[config.mk]
export PLATFORM = sky130hd
export DESIGN_NAME = touch_gesture_classifier
export DESIGN_NICKNAME = d
export VERILOG_FILES = /design/src/tgc_pkg.sv /design/src/tgc_front.sv /design/src/tgc_queue.sv /design/src/tgc_back.sv /design/src/touch_gesture_classifier.sv
export SDC_FILE = /design/constraint.sdc
export NUM_CORES = 1
export LEC_CHECK = 0
export BUFFER_PORTS_ARGS = -buffer_cell sky130_fd_sc_hd__buf_2
export CAP_MARGIN = 20
export CORE_MARGIN = 2
export CORE_UTILIZATION = 32
export DETAILED_ROUTE_END_ITERATION = 6
export PLACE_DENSITY = 0.49
export SLEW_MARGIN = 15
export SYNTH_ARGS = -nofsm -noshare
export SYNTH_HDL_FRONTEND = slang
export SYNTH_SLANG_ARGS = --single-unit
[constraint.sdc]
create_clock -name clk -period 9.5 [get_ports clk]
set_input_delay 0.475 -clock clk [delete_from_list [all_inputs] [get_ports clk]]
set_output_delay 0.475 -clock clk [all_outputs]
set_load 0.01 [all_outputs]
[src/tgc_pkg.sv]
// Package: shared types, constants and helpers for the touch gesture classifier.
`timescale 1ns / 1ps
`default_nettype none
package tgc_pkg;

  // Field widths fixed by the interface
  localparam int FIELD_W = 16;
  localparam int TIME_W  = 32;
  localparam int TAP_W   = 16;
  localparam int LPT_W   = 32;

  // Coordinate bits actually used; the rest of each 16-bit field is ignored
  localparam int COORD_WIDTH = 16;
  localparam int DIFF_W      = COORD_WIDTH + 1;
  localparam int CMP_W       = (DIFF_W > TAP_W) ? DIFF_W : TAP_W;

  // Register reset values
  localparam logic [TAP_W-1:0] TAP_DISTANCE_RESET = TAP_W'(12);
  localparam logic [LPT_W-1:0] LONG_PRESS_RESET   = LPT_W'(600);

  // Configuration port
  localparam int CFG_IDX_W  = 1;
  localparam int CFG_DATA_W = 32;
  localparam logic [CFG_IDX_W-1:0] CFG_TAP_DISTANCE = CFG_IDX_W'(0);
  localparam logic [CFG_IDX_W-1:0] CFG_LONG_PRESS   = CFG_IDX_W'(1);

  // Depth of the queue between classifier and emitter
  localparam int QUEUE_DEPTH = 2;
  localparam int QPTR_W      = (QUEUE_DEPTH > 1) ? $clog2(QUEUE_DEPTH) : 1;
  localparam int QCNT_W      = $clog2(QUEUE_DEPTH + 1);

  typedef logic signed [COORD_WIDTH-1:0] coord_t;
  typedef logic signed [DIFF_W-1:0]      diff_t;

  typedef enum logic [2:0] {
    EV_DOWN = 3'd0,
    EV_MOVE = 3'd1,
    EV_UP   = 3'd2,
    EV_TAP  = 3'd3,
    EV_LONG = 3'd4
  } kind_t;

  typedef struct packed {
    logic                     touch_pressed;
    logic signed [FIELD_W-1:0] touch_x;
    logic signed [FIELD_W-1:0] touch_y;
    logic [TIME_W-1:0]         sample_time;
  } sample_t;

  typedef struct packed {
    kind_t                     event_kind;
    logic signed [FIELD_W-1:0] event_x;
    logic signed [FIELD_W-1:0] event_y;
    logic signed [FIELD_W-1:0] delta_x;
    logic signed [FIELD_W-1:0] delta_y;
    logic [TIME_W-1:0]         event_time;
    logic                      last_of_run;
  } event_t;

  // One classified request: first event, plus a flag for a tap that may follow it
  typedef struct packed {
    kind_t                     kind;
    logic                      tap;
    logic signed [FIELD_W-1:0] x;
    logic signed [FIELD_W-1:0] y;
    logic signed [FIELD_W-1:0] dx;
    logic signed [FIELD_W-1:0] dy;
    logic [TIME_W-1:0]         t;
  } job_t;

  // Low coordinate bits of a field, read as two's complement
  function automatic coord_t coord_of(input logic signed [FIELD_W-1:0] v);
    return coord_t'(v[COORD_WIDTH-1:0]);
  endfunction

  // Sign-extend a coordinate to the output field width
  function automatic logic signed [FIELD_W-1:0] sext_out(input coord_t v);
    return FIELD_W'(v);
  endfunction

  // Exact difference of two coordinates
  function automatic diff_t coord_diff(input coord_t a, input coord_t b);
    return DIFF_W'(a) - DIFF_W'(b);
  endfunction

  // Difference wrapped to the coordinate width, sign-extended for output
  function automatic logic signed [FIELD_W-1:0] wrap_out(input diff_t d);
    coord_t w;
    w = coord_t'(d[COORD_WIDTH-1:0]);
    return FIELD_W'(w);
  endfunction

  // |d| <= lim
  function automatic logic in_box(input diff_t d, input logic [TAP_W-1:0] lim);
    logic [DIFF_W-1:0] mag;
    mag = d[DIFF_W-1] ? DIFF_W'(-d) : DIFF_W'(d);
    return CMP_W'(mag) <= CMP_W'(lim);
  endfunction

endpackage
`default_nettype wire

[src/tgc_front.sv]
// Front end: holds touch state and config, classifies each sample into a request.
`timescale 1ns / 1ps
`default_nettype none
module tgc_front (
  input  wire logic                              clk,
  input  wire logic                              rst,
  input  wire logic                              sample_valid,
  output logic                                   sample_ready,
  input  wire tgc_pkg::sample_t                  sample,
  input  wire logic                              cfg_we,
  input  wire logic [tgc_pkg::CFG_IDX_W-1:0]     cfg_index,
  input  wire logic [tgc_pkg::CFG_DATA_W-1:0]    cfg_data,
  input  wire logic                              q_full,
  output logic                                   q_push,
  output tgc_pkg::job_t                          q_job
);
  import tgc_pkg::*;

  // Configuration registers
  logic [TAP_W-1:0] tap_distance;
  logic [LPT_W-1:0] long_press_time;

  // Touch state
  logic              prev_pressed;
  coord_t            prev_x;
  coord_t            prev_y;
  coord_t            down_x;
  coord_t            down_y;
  logic [TIME_W-1:0] down_time;
  logic              long_press_done;

  coord_t            cur_x;
  coord_t            cur_y;
  diff_t             move_dx;
  diff_t             move_dy;
  diff_t             down_dx;
  diff_t             down_dy;
  logic              still;
  logic              due;
  logic [TIME_W-1:0] elapsed;
  logic              is_down;
  logic              is_move;
  logic              is_up;
  logic              is_long;
  logic              has_event;
  logic              accept;

  assign sample_ready = !q_full;
  assign accept       = sample_valid && sample_ready;

  // Config writes
  always_ff @(posedge clk) begin
    if (rst) begin
      tap_distance    <= TAP_DISTANCE_RESET;
      long_press_time <= LONG_PRESS_RESET;
    end else if (cfg_we) begin
      unique case (cfg_index)
        CFG_TAP_DISTANCE: tap_distance    <= cfg_data[TAP_W-1:0];
        CFG_LONG_PRESS:   long_press_time <= cfg_data[LPT_W-1:0];
        default:          ;
      endcase
    end
  end

  // Offsets and tests
  always_comb begin
    cur_x   = coord_of(sample.touch_x);
    cur_y   = coord_of(sample.touch_y);
    move_dx = coord_diff(cur_x, prev_x);
    move_dy = coord_diff(cur_y, prev_y);
    down_dx = coord_diff(cur_x, down_x);
    down_dy = coord_diff(cur_y, down_y);
    still   = in_box(down_dx, tap_distance) && in_box(down_dy, tap_distance);
    elapsed = sample.sample_time - down_time;
    due     = elapsed >= long_press_time;
  end

  // Classification, first match wins
  always_comb begin
    is_down = 1'b0;
    is_move = 1'b0;
    is_up   = 1'b0;
    is_long = 1'b0;
    priority if (sample.touch_pressed && !prev_pressed) begin
      is_down = 1'b1;
    end else if (sample.touch_pressed && (cur_x != prev_x || cur_y != prev_y)) begin
      is_move = 1'b1;
    end else if (!sample.touch_pressed && prev_pressed) begin
      is_up = 1'b1;
    end else if (sample.touch_pressed && !long_press_done) begin
      is_long = still && due;
    end else begin
      is_long = 1'b0;
    end
    has_event = is_down || is_move || is_up || is_long;
  end

  // Request for the emitter
  always_comb begin
    q_job.x   = sext_out(cur_x);
    q_job.y   = sext_out(cur_y);
    q_job.t   = sample.sample_time;
    q_job.tap = is_up && !long_press_done && still;
    q_job.dx  = wrap_out(down_dx);
    q_job.dy  = wrap_out(down_dy);
    priority if (is_down) begin
      q_job.kind = EV_DOWN;
      q_job.dx   = '0;
      q_job.dy   = '0;
    end else if (is_move) begin
      q_job.kind = EV_MOVE;
      q_job.dx   = wrap_out(move_dx);
      q_job.dy   = wrap_out(move_dy);
    end else if (is_up) begin
      q_job.kind = EV_UP;
    end else begin
      q_job.kind = EV_LONG;
    end
    q_push = accept && has_event;
  end

  // State update per accepted sample
  always_ff @(posedge clk) begin
    if (rst) begin
      prev_pressed    <= 1'b0;
      prev_x          <= '0;
      prev_y          <= '0;
      down_x          <= '0;
      down_y          <= '0;
      down_time       <= '0;
      long_press_done <= 1'b0;
    end else if (accept) begin
      prev_pressed <= sample.touch_pressed;
      prev_x       <= cur_x;
      prev_y       <= cur_y;
      if (is_down) begin
        down_x          <= cur_x;
        down_y          <= cur_y;
        down_time       <= sample.sample_time;
        long_press_done <= 1'b0;
      end else if (is_long) begin
        long_press_done <= 1'b1;
      end
    end
  end

  // A second long press within one press is a bug
  a_long_once: assert property (@(posedge clk) disable iff (rst)
    q_push && long_press_done |-> q_job.kind != EV_LONG)
    else $error("long press requested twice in one press");

  // Tap follows only an up request
  a_tap_only_up: assert property (@(posedge clk) disable iff (rst)
    q_push && q_job.tap |-> q_job.kind == EV_UP)
    else $error("tap attached to a non-up request");

endmodule
`default_nettype wire

[src/tgc_queue.sv]
// Short request queue between classifier and emitter.
`timescale 1ns / 1ps
`default_nettype none
module tgc_queue (
  input  wire logic          clk,
  input  wire logic          rst,
  input  wire logic          push,
  input  wire tgc_pkg::job_t push_job,
  output logic               full,
  output logic               head_valid,
  output tgc_pkg::job_t      head_job,
  input  wire logic          pop
);
  import tgc_pkg::*;

  job_t              slots [QUEUE_DEPTH];
  logic [QPTR_W-1:0] wr_ptr;
  logic [QPTR_W-1:0] rd_ptr;
  logic [QCNT_W-1:0] count;

  assign full       = count == QCNT_W'(QUEUE_DEPTH);
  assign head_valid = count != '0;
  assign head_job   = slots[rd_ptr];

  // Storage
  always_ff @(posedge clk) begin
    if (push) begin
      slots[wr_ptr] <= push_job;
    end
  end

  // Pointers and fill count
  always_ff @(posedge clk) begin
    if (rst) begin
      wr_ptr <= '0;
      rd_ptr <= '0;
      count  <= '0;
    end else begin
      if (push) begin
        wr_ptr <= (wr_ptr == QPTR_W'(QUEUE_DEPTH - 1)) ? '0 : wr_ptr + 1'b1;
      end
      if (pop) begin
        rd_ptr <= (rd_ptr == QPTR_W'(QUEUE_DEPTH - 1)) ? '0 : rd_ptr + 1'b1;
      end
      if (push && !pop) begin
        count <= count + 1'b1;
      end else if (pop && !push) begin
        count <= count - 1'b1;
      end
    end
  end

  a_no_overflow: assert property (@(posedge clk) disable iff (rst)
    !(push && full && !pop))
    else $error("push into full queue");

  a_no_underflow: assert property (@(posedge clk) disable iff (rst)
    pop |-> head_valid)
    else $error("pop from empty queue");

endmodule
`default_nettype wire

[src/tgc_back.sv]
// Back end: expands queued requests into events through an output register.
`timescale 1ns / 1ps
`default_nettype none
module tgc_back (
  input  wire logic          clk,
  input  wire logic          rst,
  input  wire logic          head_valid,
  input  wire tgc_pkg::job_t head_job,
  output logic               pop,
  output logic               result_valid,
  input  wire logic          result_ready,
  output tgc_pkg::event_t    result
);
  import tgc_pkg::*;

  logic   tap_phase;
  logic   load;
  logic   first_of_two;
  event_t ev_next;

  // Output register may take a new event when empty or being drained
  assign load         = !result_valid || result_ready;
  assign first_of_two = head_job.tap && !tap_phase;
  assign pop          = load && head_valid && !first_of_two;

  // Event built from the queue head
  always_comb begin
    ev_next.event_kind  = tap_phase ? EV_TAP : head_job.kind;
    ev_next.event_x     = head_job.x;
    ev_next.event_y     = head_job.y;
    ev_next.delta_x     = head_job.dx;
    ev_next.delta_y     = head_job.dy;
    ev_next.event_time  = head_job.t;
    ev_next.last_of_run = !first_of_two;
  end

  always_ff @(posedge clk) begin
    if (rst) begin
      result_valid <= 1'b0;
      tap_phase    <= 1'b0;
    end else if (load) begin
      result_valid <= head_valid;
      if (head_valid) begin
        tap_phase <= first_of_two;
      end
    end
  end

  always_ff @(posedge clk) begin
    if (load && head_valid) begin
      result <= ev_next;
    end
  end

  a_phase_head: assert property (@(posedge clk) disable iff (rst)
    tap_phase |-> head_valid && head_job.tap)
    else $error("tap pending without an up request at head");

  // A freshly loaded tap sits right behind its up event
  a_up_before_tap: assert property (@(posedge clk) disable iff (rst)
    $rose(result_valid && result.event_kind == EV_TAP) |->
      $past(result.event_kind) == EV_UP && !$past(result.last_of_run))
    else $error("tap not preceded by its up event");

endmodule
`default_nettype wire

[src/touch_gesture_classifier.sv]
// Top level: touch gesture classifier, classifier front end, queue, event emitter.
//
//  channel   | direction | handshake                  | payload
//  ----------+-----------+----------------------------+------------------------
//  sample    | in        | sample_valid/sample_ready  | tgc_pkg::sample_t
//  result    | out       | result_valid/result_ready  | tgc_pkg::event_t
//  cfg       | in        | cfg_we (no wait)           | cfg_index, cfg_data
//
// A sample request is taken every cycle while the two-entry queue has room; its
// events leave one per cycle from the output register while result_ready is high.
// An up followed by a tap yields two events from one request; every other sample
// yields one event or none.
// Reset (rst, synchronous) restores register defaults and clears the touch state.
// The queue absorbs a stalled result port until it fills; then sample_ready drops.
`timescale 1ns / 1ps
`default_nettype none
module touch_gesture_classifier (
  input  wire logic                           clk,
  input  wire logic                           rst,
  input  wire logic                           sample_valid,
  output logic                                sample_ready,
  input  wire tgc_pkg::sample_t               sample,
  output logic                                result_valid,
  input  wire logic                           result_ready,
  output tgc_pkg::event_t                     result,
  input  wire logic                           cfg_we,
  input  wire logic [tgc_pkg::CFG_IDX_W-1:0]  cfg_index,
  input  wire logic [tgc_pkg::CFG_DATA_W-1:0] cfg_data
);
  import tgc_pkg::*;

  logic q_full;
  logic q_push;
  job_t q_job;
  logic head_valid;
  job_t head_job;
  logic q_pop;

  tgc_front u_front (
    .clk          (clk),
    .rst          (rst),
    .sample_valid (sample_valid),
    .sample_ready (sample_ready),
    .sample       (sample),
    .cfg_we       (cfg_we),
    .cfg_index    (cfg_index),
    .cfg_data     (cfg_data),
    .q_full       (q_full),
    .q_push       (q_push),
    .q_job        (q_job)
  );

  tgc_queue u_queue (
    .clk        (clk),
    .rst        (rst),
    .push       (q_push),
    .push_job   (q_job),
    .full       (q_full),
    .head_valid (head_valid),
    .head_job   (head_job),
    .pop        (q_pop)
  );

  tgc_back u_back (
    .clk          (clk),
    .rst          (rst),
    .head_valid   (head_valid),
    .head_job     (head_job),
    .pop          (q_pop),
    .result_valid (result_valid),
    .result_ready (result_ready),
    .result       (result)
  );

endmodule
`default_nettype wire

==> impl_metrics.env <==
export IMPL_first_pass_iters=5
export IMPL_relSlewSlack_pct=34.02
export IMPL_worst_ir_drop_vdd_uv=127.6
export IMPL_drt_iter0_markers=923
export IMPL_synth_avg_cell_area_sq_um=10.57
export IMPL_use_met2_pct=27.84
export IMPL_yosysTopAreaCellShare_pct=39.15
export IMPL_grt_max_degree=83
export IMPL_comb_power_share_pct=28.8
export IMPL_drcViolationCount=0
export IMPL_synth_top_area_cell="edfxtp_1"
export IMPL_grt_pass1_wl_um=95960
export IMPL_drv_slew=0
export IMPL_grt_usage_pct=16.51
export IMPL_fp_dieH_um=272.2
export IMPL_gr_max_usage_layer="met2"
export IMPL_fill_cells=7137
export IMPL_core_region_area_sq_mm=0.07136
export IMPL_power_density_mw_per_mm2=249.2
export IMPL_die_w_um=272.2
export IMPL_synthesis_area_sq_mm=0.02301
export IMPL_crit_type="reg -> reg"
export IMPL_met3_usage_pct=2.645
export IMPL_clk_pin_slew_ns=0.06
export IMPL_clock_tree_root_cell="clkbuf_16"
export IMPL_worstPathMaxFanout=63
export IMPL_fin_setup_tns_ns=0
export IMPL_fmax_mhz=150.5
export IMPL_nets=2642
export IMPL_clockPowerShare_pct=30.2
export IMPL_p_seq_share_pct=41.0
export IMPL_period_share_pct=69.93
export IMPL_drive_gt1_share_pct=17.97
export IMPL_power_leakage_nw=10.04
export IMPL_antenna_found_initial=7
export IMPL_synth_edf_count=300
export IMPL_final_hold_viol_count=0
export IMPL_switching_power_w=0.002132
export IMPL_ys_warn_count=0
export IMPL_postCtsSetupBuffers=0
export IMPL_ios=205
export IMPL_fp_row_count=98
export IMPL_cts_resized=0
export IMPL_synthToLayoutAreaGrowth_pct=16.75
export IMPL_outcome="complete, no violations"
export IMPL_grt_pass1_vias=16540
export IMPL_ys_seq_area_share_pct=52.45
export IMPL_clock_skew_ns=0.01855
export IMPL_worstSkewPairLatency_ns=0.60
export IMPL_start_util_pct=32.25
export IMPL_end_kind="flop"
export IMPL_maxCapViolCount=0
export IMPL_ys_async_sr_fraction_pct=0
export IMPL_wl_per_cell_um=18.57
export IMPL_ys_seq_elements=453
export IMPL_postRouteAntennaNets=0
export IMPL_die_area_sq_mm=0.07408
export IMPL_grt_overflow=0
export IMPL_routabilityCongestion=0.8813
export IMPL_ctsHoldBuffers=0
export IMPL_vias=16650
export IMPL_cts_buffers=50
export IMPL_swShare_pct=31.83
export IMPL_rsz0062_at_grt="false"
export IMPL_cp_start_kind="flop"
export IMPL_synthCells=2178
export IMPL_finalSetupViolations=0
export IMPL_min_period_ns=6.644
export IMPL_power_internal_w=0.004565
export IMPL_required_ns=9.75
export IMPL_wl_um=62480
export IMPL_vias_per_cell=4.949
export IMPL_clock_sinks=453
export IMPL_cts_tree="done"
export IMPL_worst_pin_slew_ns=0.9897
export IMPL_hp_class="in -> reg"
export IMPL_synthDistinctLibCells=73
export IMPL_place_hpwl_um=44650
export IMPL_grt_use_met1_pct=22.30
export IMPL_htree_levels=2
export IMPL_synth_net_count=2446
export IMPL_place_ws_ns=2.424
export IMPL_crit_arrival_ns=6.89
export IMPL_layout_setup_ws_ns=2.856
export IMPL_synth_area_leaders="edfxtp_1 39%, dfxtp_1 13%, ha_1 8.7%"
export IMPL_portBuffers=204
export IMPL_synth_ff_type="edfxtp_1"
export IMPL_clockBufferDepth=3
export IMPL_num_antenna_cells=0
==> final timing paths <==
path | endpoint | startpoint | slack, ns | depth (start not counted)
max reg2reg | u_queue.slots[0][91] | u_front.down_y[2] | 2.86 | 23
max | u_queue.slots[0][91] | u_front.down_y[2] | 2.86 | 23
min reg2reg | u_front.down_time[7] | u_front.down_time[7] | 0.45 | 2
min | u_queue.slots[1][6] | sample[6] | 0.11 | 1
==> critical path: stages (launching register included) <==
cell,delay [ns]
dfxtp_1,0.33
inv_1,0.05
ha_1,0.31
nor2b_4,0.14
o31a_4,0.31
o41ai_4,0.47
o21ai_0,0.25
a21o_1,0.24
o2bb2ai_1,0.12
buf_4,0.20
a41oi_1,0.21
xnor2_1,0.17
ha_1,0.28
a21o_1,0.16
a21o_1,0.16
a21oi_1,0.15
o21ai_0,0.10
a21o_1,0.18
a2111oi_0,0.44
o211a_1,0.21
o21ai_1,0.14
or3_1,0.47
a21oi_4,0.67
buf_12,0.42
==> flip-flops by register name, indices dropped and copies added (netlist names), 2 cells and up, named ones only <==
signal	count
u_back.result	100
u_front.down_time	32
u_front.down_x	16
u_front.down_y	16
u_front.long_press_time	32
u_front.prev_x	16
u_front.prev_y	16
u_front.tap_distance	16
u_queue.count	2
u_queue.slots	200
==> area by class of cell <==
type,instances,area [sq um],share of cell area [%]
Tap cell,950,1189,4.424
Clock inverter,32,384.1,1.430
Multi-Input combinational cell,1481,10070,37.47
Inverter,165,619.3,2.305
Clock buffer,61,1323,4.922
Sequential cell,453,12080,44.94
Timing Repair Buffer,223,1211,4.508
==> metrics by stage <==
stage | total power (W) | std cells | hold WS (ns) | instance area [sq um] | utilization [%]
3_5_place_dp | 0.004741 | 3271 | 0.4463 | 25140 | 35.22
3_3_place_gp | 0.004707 | 3270 | 0.4423 | 25110 | 35.18
4_1_cts | 0.006799 | 3364 | 0.07289 | 26840 | 37.61
2_1_floorplan | 0.004065 | 2178 | 0.4363 | 23020 | -
6_report | 0.006697 | 3365 | 0.1110 | 26870 | 37.65
5_1_grt | 0.007077 | 3365 | 0.08915 | 26870 | 37.65
==> logic make-up (layout without fill, tap and decap cells) <==
| logic type | Yosys count | count (layout) | share of synthesized area, % |
|---|---|---|---|
| AOI/OAI and AO/OA | 499 | 499 | 13.51 |
| and+or+nand+nor | 608 | 608 | 11.87 |
| adders and majority gates | 165 | 165 | 9.134 |
| xor gates and xnor gates | 109 | 109 | 4.181 |
| muxes | 100 | 100 | 4.871 |
| buffers and inverters | 244 | 481 | 3.980 |
| DFF | 453 | 453 | 52.45 |
==> synth_stat cells, drive strengths merged (12+ instances only) <==
library cell  count
o21a             19
o21ai            59
nor2b            21
clkbuf           69
nand4            22
ha              160
mux2             96
dfxtp           153
nor3             22
nand2b           15
and2             12
o22ai            27
nand3            26
a21o             58
a21oi           234
inv             164
a31oi            17
xnor2            71
nor2             79
xor2             38
and3             16
edfxtp          300
nand2           355
==> routing by layer <==
metal | wire length, um | up-vias
met4 | 1081 | 12
met2 | 29360 | 342
li1 | - | 8140
met1 | 29260 | 8077
met5 | 57 | -
met3 | 2716 | 81
==> power by group through the flow <==
stage / sequential [W] / combinational [W] / clock, W
after floorplan: 0.00287 / 0.00120 / 0
after global placement: 0.00278 / 0.00193 / 0
after detailed placement: 0.00279 / 0.00195 / 0
after CTS: 0.00276 / 0.00196 / 0.00208
after global routing: 0.00279 / 0.00214 / 0.00215
final: 0.00275 / 0.00193 / 0.00202
==> layout by cell type (no fill, tap or decap), types with 10 or more instances in the layout <==
| cell | Yosys | final |
|---|---|---|
| buf_4 | 0 | 17 |
| and2_1 | 11 | 10 |
| ha_1 | 160 | 160 |
| a21oi_1 | 234 | 233 |
| a31oi_1 | 17 | 17 |
| o21a_1 | 19 | 18 |
| xnor2_1 | 71 | 71 |
| o21bai_1 | 10 | 10 |
| a211oi_1 | 10 | 10 |
| nand4_1 | 22 | 22 |
| mux2_2 | 96 | 96 |
| dfxtp_1 | 153 | 152 |
| nor3_1 | 22 | 22 |
| xor2_1 | 37 | 37 |
| inv_1 | 164 | 164 |
| nand2_1 | 355 | 353 |
| nor2_1 | 79 | 78 |
| nor2b_1 | 20 | 19 |
| nand3_1 | 26 | 25 |
| clkbuf_16 | 0 | 50 |
| and3_1 | 16 | 16 |
| buf_2 | 0 | 203 |
| o21ai_0 | 57 | 57 |
| a21o_1 | 58 | 58 |
| nand2b_1 | 15 | 15 |
| o22ai_1 | 27 | 27 |
| edfxtp_1 | 300 | 300 |
Power figures use the tool's default switching activity.
